--- src/design/assert_macros.svh ---
// ----------------------------------------------------------------------------
// assert_macros.svh
// Shared concurrent assertion macros for the clock setter RTL.
// ----------------------------------------------------------------------------
`ifndef ASSERT_MACROS_SVH
`define ASSERT_MACROS_SVH

// Property must hold at every clock edge outside reset.
`define ASSERT_CLK(label, clk, rst_n, prop, msg) \
	label: assert property (@(posedge clk) disable iff (!rst_n) prop) else $error(msg);

// Condition must never be seen at a clock edge outside reset.
`define ASSERT_NEVER(label, clk, rst_n, cond, msg) \
	label: assert property (@(posedge clk) disable iff (!rst_n) !(cond)) else $error(msg);

`endif

--- src/design/phcs_pkg.sv ---
// ----------------------------------------------------------------------------
// phcs_pkg
// Codes, widths and constants for the press/hold clock setter.
// ----------------------------------------------------------------------------
`default_nettype none

package phcs_pkg;

	localparam int unsigned CountW  = 16;
	localparam int unsigned HourW   = 5;
	localparam int unsigned MinuteW = 6;

	localparam logic [CountW-1:0] HoldThresholdReset = 16'd4000;
	localparam logic [CountW-1:0] CountMax           = 16'hFFFF;

	localparam logic [6:0] MinutesPerHour = 7'd60;
	localparam logic [5:0] HoursPerDay    = 6'd24;
	localparam logic [6:0] TenMinutes     = 7'd10;

	// input op codes
	localparam logic OP_TICK = 1'b0;
	localparam logic OP_EDGE = 1'b1;

	// event kinds
	localparam logic [1:0] EV_NONE  = 2'd0;
	localparam logic [1:0] EV_PRESS = 2'd1;
	localparam logic [1:0] EV_HOLD  = 2'd2;

	// adjust selector codes
	localparam logic [1:0] SEL_MODE   = 2'd0;
	localparam logic [1:0] SEL_MINUTE = 2'd1;
	localparam logic [1:0] SEL_TEN    = 2'd2;
	localparam logic [1:0] SEL_HOUR   = 2'd3;

	typedef struct packed {
		logic [1:0]         event_kind;
		logic               set_time;
		logic [HourW-1:0]   new_hour;
		logic [MinuteW-1:0] new_minute;
		logic               display_mode;
		logic [1:0]         adjust_select;
	} result_t;

endpackage

`default_nettype wire

--- src/design/press_hold_clock_setter_core.sv ---
// ----------------------------------------------------------------------------
// press_hold_clock_setter_core
// Button press/hold classifier that adjusts a 24-hour clock time.
// ----------------------------------------------------------------------------
// Each input word is a timer tick (op 0) or a mode button level change
// (op 1) together with the clock's current hour and minute. The first edge
// arms a saturating 16-bit tick counter; the next edge disarms it and
// classifies the action: a count above hold_threshold is a hold and steps the
// adjust selector, anything else is a short press that toggles the display
// mode (selector 0) or adds one minute, ten minutes or one hour (selectors
// 1, 2, 3) with minute carry and 24-hour wrap. Every input word yields
// exactly one output word. The block takes one word per clock while the output
// does not stall, set by the single pass of logic between the input register
// and the result register. An input word waits in the input register and its
// result word in the result register, which drives the output. While the
// output stalls, the input register takes one more word and then in_stall
// rises. hold_threshold resets to 4000 and is written through cfg_we/cfg_data.
// ----------------------------------------------------------------------------
`default_nettype none

module press_hold_clock_setter_core (
	input  wire logic                               clk,
	input  wire logic                               arst_n,
	// configuration
	input  wire logic                               cfg_we,
	input  wire logic [phcs_pkg::CountW-1:0]        cfg_data,
	// input channel
	input  wire logic                               in_valid,
	output      logic                               in_stall,
	input  wire logic                               op,
	input  wire logic [phcs_pkg::HourW-1:0]         clock_hour,
	input  wire logic [phcs_pkg::MinuteW-1:0]       clock_minute,
	// output channel
	output      logic                               out_valid,
	input  wire logic                               out_stall,
	output      logic [1:0]                         event_kind,
	output      logic                               set_time,
	output      logic [phcs_pkg::HourW-1:0]         new_hour,
	output      logic [phcs_pkg::MinuteW-1:0]       new_minute,
	output      logic                               display_mode_out,
	output      logic [1:0]                         adjust_select_out
);

`include "assert_macros.svh"

	// ---------------- configuration ----------------
	logic [phcs_pkg::CountW-1:0] hold_threshold_q;

	always_ff @(posedge clk or negedge arst_n) begin
		if (!arst_n) begin
			hold_threshold_q <= phcs_pkg::HoldThresholdReset;
		end else if (cfg_we) begin
			hold_threshold_q <= cfg_data;
		end
	end

	// ---------------- handshake ----------------
	logic                          valid_s1;
	logic                          op_s1;
	logic [phcs_pkg::HourW-1:0]    hour_s1;
	logic [phcs_pkg::MinuteW-1:0]  minute_s1;
	logic                          valid_s2;
	phcs_pkg::result_t             res_s2;

	logic s2_load;   // result register free or being drained
	logic in_fire;
	logic adv;       // stage 1 word processed into result register

	assign s2_load  = !valid_s2 || !out_stall;
	assign in_stall = valid_s1 && !s2_load;
	assign in_fire  = in_valid && !in_stall;
	assign adv      = valid_s1 && s2_load;

	// input register
	always_ff @(posedge clk or negedge arst_n) begin
		if (!arst_n) begin
			valid_s1 <= 1'b0;
		end else if (!valid_s1 || s2_load) begin
			valid_s1 <= in_valid;
		end
	end

	always_ff @(posedge clk) begin
		if (in_fire) begin
			op_s1     <= op;
			hour_s1   <= clock_hour;
			minute_s1 <= clock_minute;
		end
	end

	// ---------------- classifier state ----------------
	logic                        armed_q;
	logic [phcs_pkg::CountW-1:0] hold_count_q;
	logic [1:0]                  adjust_select_q;
	logic                        display_mode_q;

	logic                        armed_d;
	logic [phcs_pkg::CountW-1:0] hold_count_d;
	logic [1:0]                  adjust_select_d;
	logic                        display_mode_d;
	logic                        is_hold;
	phcs_pkg::result_t           res_d;

	// time adjust datapath
	logic [6:0] minute_add;
	logic       hour_add;
	logic [6:0] minute_sum;
	logic       carry;
	logic [6:0] minute_fix;
	logic [5:0] hour_sum;
	logic [5:0] hour_fix;

	assign is_hold = hold_count_q > hold_threshold_q;

	always_comb begin
		minute_add = 7'd0;
		hour_add   = 1'b0;
		case (adjust_select_q)
			phcs_pkg::SEL_HOUR:   hour_add   = 1'b1;
			phcs_pkg::SEL_TEN:    minute_add = phcs_pkg::TenMinutes;
			phcs_pkg::SEL_MINUTE: minute_add = 7'd1;
			default:              minute_add = 7'd0;
		endcase
		minute_sum = {1'b0, minute_s1} + minute_add;
		carry      = minute_sum >= phcs_pkg::MinutesPerHour;
		minute_fix = carry ? (minute_sum - phcs_pkg::MinutesPerHour) : minute_sum;
		// hour is at most 31 + 2, so one subtract covers the wrap
		hour_sum   = {1'b0, hour_s1} + {5'd0, hour_add} + {5'd0, carry};
		hour_fix   = (hour_sum >= phcs_pkg::HoursPerDay) ?
			(hour_sum - phcs_pkg::HoursPerDay) : hour_sum;
	end

	always_comb begin
		armed_d         = armed_q;
		hold_count_d    = hold_count_q;
		adjust_select_d = adjust_select_q;
		display_mode_d  = display_mode_q;
		res_d.event_kind = phcs_pkg::EV_NONE;
		res_d.set_time   = 1'b0;
		res_d.new_hour   = '0;
		res_d.new_minute = '0;

		if (op_s1 == phcs_pkg::OP_TICK) begin
			if (armed_q && hold_count_q != phcs_pkg::CountMax) begin
				hold_count_d = hold_count_q + 16'd1;
			end
		end else if (!armed_q) begin
			armed_d      = 1'b1;
			hold_count_d = '0;
		end else begin
			armed_d      = 1'b0;
			hold_count_d = '0;
			if (is_hold) begin
				res_d.event_kind = phcs_pkg::EV_HOLD;
				adjust_select_d  = adjust_select_q + 2'd1;
			end else begin
				res_d.event_kind = phcs_pkg::EV_PRESS;
				if (adjust_select_q == phcs_pkg::SEL_MODE) begin
					display_mode_d = !display_mode_q;
				end else begin
					res_d.set_time   = 1'b1;
					res_d.new_hour   = hour_fix[phcs_pkg::HourW-1:0];
					res_d.new_minute = minute_fix[phcs_pkg::MinuteW-1:0];
				end
			end
		end
		res_d.display_mode  = display_mode_d;
		res_d.adjust_select = adjust_select_d;
	end

	always_ff @(posedge clk or negedge arst_n) begin
		if (!arst_n) begin
			armed_q         <= 1'b0;
			hold_count_q    <= '0;
			adjust_select_q <= phcs_pkg::SEL_MODE;
			display_mode_q  <= 1'b0;
		end else if (adv) begin
			armed_q         <= armed_d;
			hold_count_q    <= hold_count_d;
			adjust_select_q <= adjust_select_d;
			display_mode_q  <= display_mode_d;
		end
	end

	// ---------------- result register ----------------
	always_ff @(posedge clk or negedge arst_n) begin
		if (!arst_n) begin
			valid_s2 <= 1'b0;
		end else if (s2_load) begin
			valid_s2 <= valid_s1;
		end
	end

	always_ff @(posedge clk) begin
		if (adv) begin
			res_s2 <= res_d;
		end
	end

	assign out_valid         = valid_s2;
	assign event_kind        = res_s2.event_kind;
	assign set_time          = res_s2.set_time;
	assign new_hour          = res_s2.new_hour;
	assign new_minute        = res_s2.new_minute;
	assign display_mode_out  = res_s2.display_mode;
	assign adjust_select_out = res_s2.adjust_select;

	// ---------------- assertions ----------------
	`ASSERT_NEVER(a_count_unarmed, clk, arst_n, (!armed_q && hold_count_q != '0), "count while not armed")
	`ASSERT_CLK(a_set_on_press, clk, arst_n, (valid_s2 && res_s2.set_time |-> res_s2.event_kind == phcs_pkg::EV_PRESS), "set_time without press")
	`ASSERT_CLK(a_time_range, clk, arst_n, (valid_s2 |-> res_s2.new_hour < 5'd24 && res_s2.new_minute < 6'd60), "time out of range")
	`ASSERT_CLK(a_hold_steps, clk, arst_n, (adv && op_s1 == phcs_pkg::OP_EDGE && armed_q && is_hold |=> adjust_select_q == 2'($past(adjust_select_q) + 2'd1)), "hold did not step selector")

endmodule

`default_nettype wire

--- config.mk ---
export PLATFORM = sky130hd
export DESIGN_NAME = press_hold_clock_setter_core
export DESIGN_NICKNAME = d
export VERILOG_FILES = /design/src/design/phcs_pkg.sv /design/src/design/press_hold_clock_setter_core.sv
export VERILOG_INCLUDE_DIRS = /design/src /design/src/design
export SDC_FILE = /design/constraint.sdc
export NUM_CORES = 1
export LEC_CHECK = 0
export BUFFER_PORTS_ARGS = -buffer_cell sky130_fd_sc_hd__buf_2
export CORE_ASPECT_RATIO = 0.7
export CORE_MARGIN = 1.5
export CORE_UTILIZATION = 35
export CTS_CLUSTER_DIAMETER = 80
export CTS_CLUSTER_SIZE = 14
export DETAILED_ROUTE_END_ITERATION = 10
export GPL_ROUTABILITY_DRIVEN = 0
export PLACE_DENSITY_LB_ADDON = 0.15
export SLEW_MARGIN = 25
export SYNTH_ARGS = -nofsm -noshare
export SYNTH_HDL_FRONTEND = slang
export SYNTH_SLANG_ARGS = --single-unit
--- constraint.sdc ---
create_clock -name clk -period 6.7 [get_ports clk]
set_input_delay 0 -clock clk [delete_from_list [all_inputs] [get_ports clk]]
set_output_delay 0 -clock clk [all_outputs]
set_load 0.005 [all_outputs]
==> metrics.yaml, run 1 <==
status:
  status: "complete, no violations"
routing:
  num_vias: 2757
  ant_nets: 0
  drt-pass1-iter-count: 4
  wire_per_inst_microns: 13.9
  dr.first_iter.drc_count: 84
  via_per_inst: 4.87
  drc: 0
  wl_mm: 7.86
yosys:
  synthCells: 350
  ys_warn_count: 0
  synth_top_cell_area_share: 0.240
  synth-async-reset-ratio: 0.567
  ys_types: 50
  netlist_area_sq_um: 3630
  synth.avg_cell_area_sq_um: 10.4
  yosys.area.top_type: "edfxtp_1"
  ys.flop_type: "dfrtp_1"
  synth_area_leaders: "edfxtp_1 24%, dfrtp_1 22%, ha_1 9.0%, dfstp_2 4.3%, nand2_1 4.1%"
  syn-num-nets: 411
  synth_seq_cells: 67
  yosysSeqAreaShare: 0.504
  synth_edf_count: 29
worst_setup_path:
  cp_cell_sequence: "inv_1 -> ha_1 -> ha_1 -> a21o_1 -> nand2_1 -> xnor2_1 -> ha_1 -> nand3b_1 -> o31ai_1 -> a211oi_1 -> fa_1 -> inv_1 -> ha_1 -> nand2_1 -> xnor2_1 -> a31oi_1 -> nor2_1"
  r2r_slack_ns: 2.53
  rr_worst_depth: 17
  r2r_start: "adjust_select_q[0]"
  cpMostUsedCell: "ha_1"
  critPathSlowestCell: "o31ai_1"
  critPathCaptureType: "register"
  cp.arrival_ns: 4.25
  crit_fanout: 6
  timing.rr.end: "new_hour[4]"
  required_ns: 6.78
  crit_type: "reg2reg"
  startpoint_type: "register"
  cpPeakStageDelay_ns: 0.54
power_and_ir_drop:
  seqPwrFrac: 0.446
  powerDensity_nw_per_um2: 247
  comb_power_share: 0.137
  p_sw_uw: 296
  p_total_mw: 1.14
  clkPwrFrac: 0.417
  peakVddDrop_mv: 0.125
  intPower_uw: 845
  p_leak_nw: 2.07
  swShare: 0.259
sta:
  timing.fmax_mhz: 240
  hold_violations: 0
  tightest_slew_ns: 0.904
  setup_violations: 0
  finalSetupTns_ns: 0
  rsz0062_at_grt: "false"
  maxSlewViolCount: 0
  relSlewSlack: 0.397
  clock_skew_ns: 0.00771
  finalCritPeriodShare: 0.623
  period_minus_slack_ns: 4.17
clock_tree:
  cts_setup_buffers: 0
  cts_root_buf: "clkbuf_16"
  cts_resized: 0
  cts-buffers-inserted: 9
  ctsLongestPathBuffers: 2
  cts_tree: "yes"
  ctsHoldBuffers: 32
  h-tree-depth: 3
  clk_latency_ns: 0.34
  cts.clk_slew.worst_paths_ns: 0.06
  clkSinkCount: 67
global_route:
  grt_use_total: 0.157
  grt_max_degree: 39
  overflow: 0
  antenna_found_initial: 0
  grt_first_pass_wirelength_mm: 13.4
  grt_pass1_vias: 2796
final_layout:
  antenna-diode-count: 0
  fin_cells: 566
  fillers: 953
  regArea_sq_um: 1830
  fin_nets: 494
  fin_area_sq_um: 4620
  final_common_cell: "buf_2"
  final_layout_size_suffix_gt1_frac: 0.194
  multi_input_area_sq_um: 1640
  final_cell_mix: "51 x buf_2, 40 x nand2_1, 32 x dfrtp_1, 32 x dlygate4sd3_1, 31 x inv_1"
  synthToLayoutAreaGrowth_pct: 27.3
die:
  row_count: 30
  start_util: 0.368
  die_y_microns: 88.2
  core_region_area_sq_um: 9870
  dieArea_sq_um: 11000
  boundaryPins: 52
  die_x_microns: 125
placed_design:
  place_area_sq_um: 4000
  dp_cells: 518
  hpwl_mm: 5.55
  portBuffers: 51
job:
  maxCapViolCount: 0
min_path:
  min_delay_worst_endpoint: "hold_threshold_q[9]"
  hold_path.startpoint: "cfg_we"
  hold_path_class: "in2reg"
  min_path_cells: 3
[cells in the mapped netlist (all sizes together), types with 5 or more instances]
master  instances
nor2           27
clkbuf         10
nand2          40
a21oi          15
ha             26
edfxtp         29
o21ai          27
xnor2          10
inv            31
and3            6
nand4           5
nor3            5
nand3          11
xor2            9
dfrtp          32
dfstp           6
[cell type report]
class / instances / share of cell area
clock buffers: 10 / 0.0517
inverters: 31 / 0.0252
well taps: 128 / 0.0347
clock inverters: 6 / 0.0141
repair buffers: 83 / 0.125
flip-flops and latches: 67 / 0.396
multi-input cells: 241 / 0.354
[worst max-delay path: cells and delay by family, from the launching register on]
family                     cells  cell delay [ns]
xor gates and xnor gates       2             0.35
DFF                            1             0.43
AOI/OAI and AO/OA              4             1.15
and+or+nand+nor                4             0.36
buffers and inverters          2             0.18
adders and majority gates      5             1.45
[how the worst max path moves through the flow]
stage	startpoint	endpoint	slack, ns
global route	adjust_select_q[0]	new_hour[4]	2.09
floorplan	adjust_select_q[1]	new_hour[4]	3.01
CTS	adjust_select_q[1]	new_hour[4]	2.54
finish	adjust_select_q[0]	new_hour[4]	2.53
global placement	adjust_select_q[1]	new_hour[4]	2.76
detailed placement	adjust_select_q[1]	new_hour[4]	2.55
[power groups by stage]
stage | logic, mW | clock network (mW) | registers (mW)
floorplan | 0.101 | 0 | 0.502
global placement | 0.137 | 0 | 0.516
detailed placement | 0.142 | 0 | 0.516
CTS | 0.158 | 0.488 | 0.509
global route | 0.183 | 0.506 | 0.515
finish | 0.157 | 0.476 | 0.509
[layer usage]
metal | vias up | global-route usage | part of all wire
met2 | 63 | 0.236 | 0.41
met4 | 0 | 0.0554 | 0.015
met5 | - | 0 | 0
met3 | 12 | 0.0489 | 0.046
li1 | 1395 | - | -
met1 | 1287 | 0.215 | 0.53
[state kept, by name, summed over array words and instances (netlist names), 5 cells and up]
signal	cells
hold_count_q	16
hour_s1	5
minute_s1	6
new_minute	6
hold_threshold_q	16
new_hour	5
[logic make-up after synthesis]
logic type               synth area share
AO/OA/AOI/OAI                       0.123
adder cells (fa/ha/maj)             0.101
multiplexers                       0.0203
buffers and inverters              0.0455
flip-flops                          0.504
XOR/XNOR                           0.0458
AND/OR/NAND/NOR                     0.161
[through the flow]
stage / worst slack (ns) / utilization / hold slack, ns
after floorplan: 3.01 / - / -0.296
after CTS: 2.54 / 0.468 / 0.105
final: 2.53 / 0.468 / 0.0953
after global placement: 2.76 / 0.405 / 0.177
after global routing: 2.09 / 0.468 / 0.154
after detailed placement: 2.55 / 0.405 / 0.180
Power figures use the tool's default switching activity.
==> run 2, diff against run 1 <==
- ABC_AREA: default -> 1
- clock period: 6.7 -> 4.3 ns (I/O delays scaled with it)
==> run 2 against run 1 <==
Compared with the run above:
- the flow now finishes with violations (DRC)
- maximum frequency is 5.8% higher
- final area grew 1.8%
- setup slack worse by 2.2 ns
- count of clock-buffer cells in the layout is 1 higher
- sequential share of layout area decreased by 0.71 points
- via count rose by 6.8%
- global-route usage about the same
- critical endpoint is now new_hour[3]
==> metrics.yaml, run 2 <==
die:
  dieArea_sq_um: 11200
  die_y_microns: 89.0
  core_region_area_sq_um: 10300
  boundaryPins: 52
  row_count: 31
  die_x_microns: 126
  start_util: 0.358
global_route:
  grt_use_total: 0.157
  overflow: 0
  antenna_found_initial: 0
  grt_first_pass_wirelength_mm: 13.3
  grt_pass1_vias: 2741
  grt_max_degree: 39
final_layout:
  final_layout_size_suffix_gt1_frac: 0.164
  antenna-diode-count: 0
  final_cell_mix: "94 x nand2_1, 67 x inv_1, 51 x buf_2"
  top_regs: "hold_count_q (16), hold_threshold_q (16)"
  synthToLayoutAreaGrowth_pct: 27.3
  final_common_cell: "nand2_1"
  fin_nets: 568
routing:
  ant_nets: 0
  wire_per_inst_microns: 12.7
  num_vias: 2944
  dr.first_iter.drc_count: 152
  drc: 2
  via_per_inst: 4.58
  drt-pass1-iter-count: 9
  wl_mm: 8.19
sta:
  period_minus_slack_ns: 3.94
  timing.fmax_mhz: 254
  clock_skew_ns: 0.00543
  hold_violations: 0
  relSlewSlack: 0.475
  tightest_slew_ns: 0.787
  finalCritPeriodShare: 0.917
  rsz0062_at_grt: "false"
  setup_violations: 0
  finalSetupTns_ns: 0
  fin_ws_ns: 0.358
  maxSlewViolCount: 0
clock_tree:
  h-tree-depth: 3
  clkSinkCount: 67
  ctsLongestPathBuffers: 2
  cts_root_buf: "clkbuf_16"
  clk_latency_ns: 0.33
  cts_tree: "yes"
  cts.clk_slew.worst_paths_ns: 0.05
  cts-buffers-inserted: 9
yosys:
  synth_area_leaders: "edfxtp_1 24%, dfrtp_1 22%, nand2_1 9.5%, ha_1 8.8%, inv_1 6.8%"
  synth.avg_cell_area_sq_um: 8.82
  yosysSeqAreaShare: 0.495
  synth_top_cell_area_share: 0.236
  synth_seq_cells: 67
  yosysMostFrequentCell: "nand2_1"
  yosys-top-cells-count: "94 x nand2_1, 67 x inv_1, 32 x dfrtp_1"
  synthCells: 419
  yosys.area.top_type: "edfxtp_1"
  ys_types: 35
  ys.flop_type: "dfrtp_1"
  syn-num-nets: 480
  ys_warn_count: 0
  synth_edf_count: 29
  synth-async-reset-ratio: 0.567
  netlist_area_sq_um: 3700
power_and_ir_drop:
  peakVddDrop_mv: 0.222
  p_leak_nw: 2.28
  clkPwrFrac: 0.350
  swShare: 0.299
  powerDensity_nw_per_um2: 422
  p_sw_uw: 594
  intPower_mw: 1.39
  seqPwrFrac: 0.413
  comb_power_share: 0.236
placed_design:
  pre_cts_ws_ns: 0.329
  hpwl_mm: 5.84
  portBuffers: 51
min_path:
  hold_path_class: "in2reg"
worst_setup_path:
  crit_type: "reg2reg"
  required_ns: 4.37
  startpoint_type: "register"
  cp.arrival_ns: 4.01
  critPathCaptureType: "register"
  crit_fanout: 4
job:
  maxCapViolCount: 0
status:
  status: "finished with violations"
  violations: "DRC"
run 2: area by class of cell:
type                    instances  area, sq um
clock inverters                 4         42.5
fillers                      1029         5610
repair buffers                 83          593
well taps                     132          165
flip-flops and latches         67         1830
inverters                      72          270
multi-input cells             274         1570
clock buffers                  11          233
run 2: cell families (layout without fill, tap and decap cells):
| group | Yosys count | count (layout) | share of synthesized area |
|---|---|---|---|
| simple gates | 189 | 189 | 0.229 |
| buf+inv | 78 | 170 | 0.0819 |
| flops | 67 | 67 | 0.495 |
| compound gates | 43 | 43 | 0.0613 |
| fa+ha+maj | 28 | 28 | 0.0988 |
| xor+xnor | 13 | 13 | 0.0308 |
| mux | 1 | 1 | 0.00305 |
run 2: per-layer routing:
metal	up-vias	wire length [microns]	GRT usage
met3	9	417	0.0551
met1	1344	4440	0.230
met5	-	0	0
met2	55	3260	0.217
li1	1536	-	-
met4	0	72	0.0439
run 2: power groups by stage:
stage,registers [mW],logic [mW],clock network [mW]
CTS,0.820,0.462,0.718
finish,0.820,0.469,0.695
detailed placement,0.831,0.437,0
global route,0.830,0.547,0.745
global placement,0.828,0.427,0
floorplan,0.821,0.312,0
run 2: what timing repair did:
item                                    CTS  global route
buffers inserted                          0             0
endpoints found under the setup margin    0             1
resized for setup                         0             1
hold buffers                             31             0
endpoints found under the hold margin    62             0
run 2: worst max-delay path: stages, from the launching register on:
cell and delay (ns):
dfrtp_1 0.41, inv_1 0.12, ha_1 0.16, ha_1 0.18, inv_1 0.06, fa_1 0.43, xnor2_2 0.26, ha_1 0.24
nand3_1 0.08, a21oi_1 0.13, nand2_1 0.12, nand2_1 0.17, inv_1 0.08, fa_1 0.42, inv_1 0.09, ha_1 0.16
nand2_1 0.06, inv_1 0.07, nand2_1 0.06, xor2_1 0.15, a21oi_1 0.16, nor2_1 0.06
run 2: through the flow:
stage	area (sq um)	power (mW)	hold slack [ns]	std cells	util
6_report	4700	1.98	0.108	643	0.456
5_1_grt	4700	2.12	0.157	643	0.456
4_1_cts	4670	2.00	0.101	642	0.453
3_5_place_dp	4080	1.27	0.178	596	0.396
3_3_place_gp	4080	1.25	0.177	596	0.396
2_1_floorplan	3700	1.13	-0.296	419	-
run 2: worst paths after layout:
kind	start	end	slack [ns]	cells after the start
worst min-delay path	cfg_we	hold_threshold_q[5]	0.11	3
max in group asynchronous	arst_n	hold_threshold_q[10]	3.62	3
worst max register to register	adjust_select_q[1]	new_hour[3]	0.36	21
worst max-delay path	adjust_select_q[1]	new_hour[3]	0.36	21
worst min register to register	valid_s1	out_valid	0.48	2
min in group asynchronous	arst_n	hold_threshold_q[3]	0.14	2
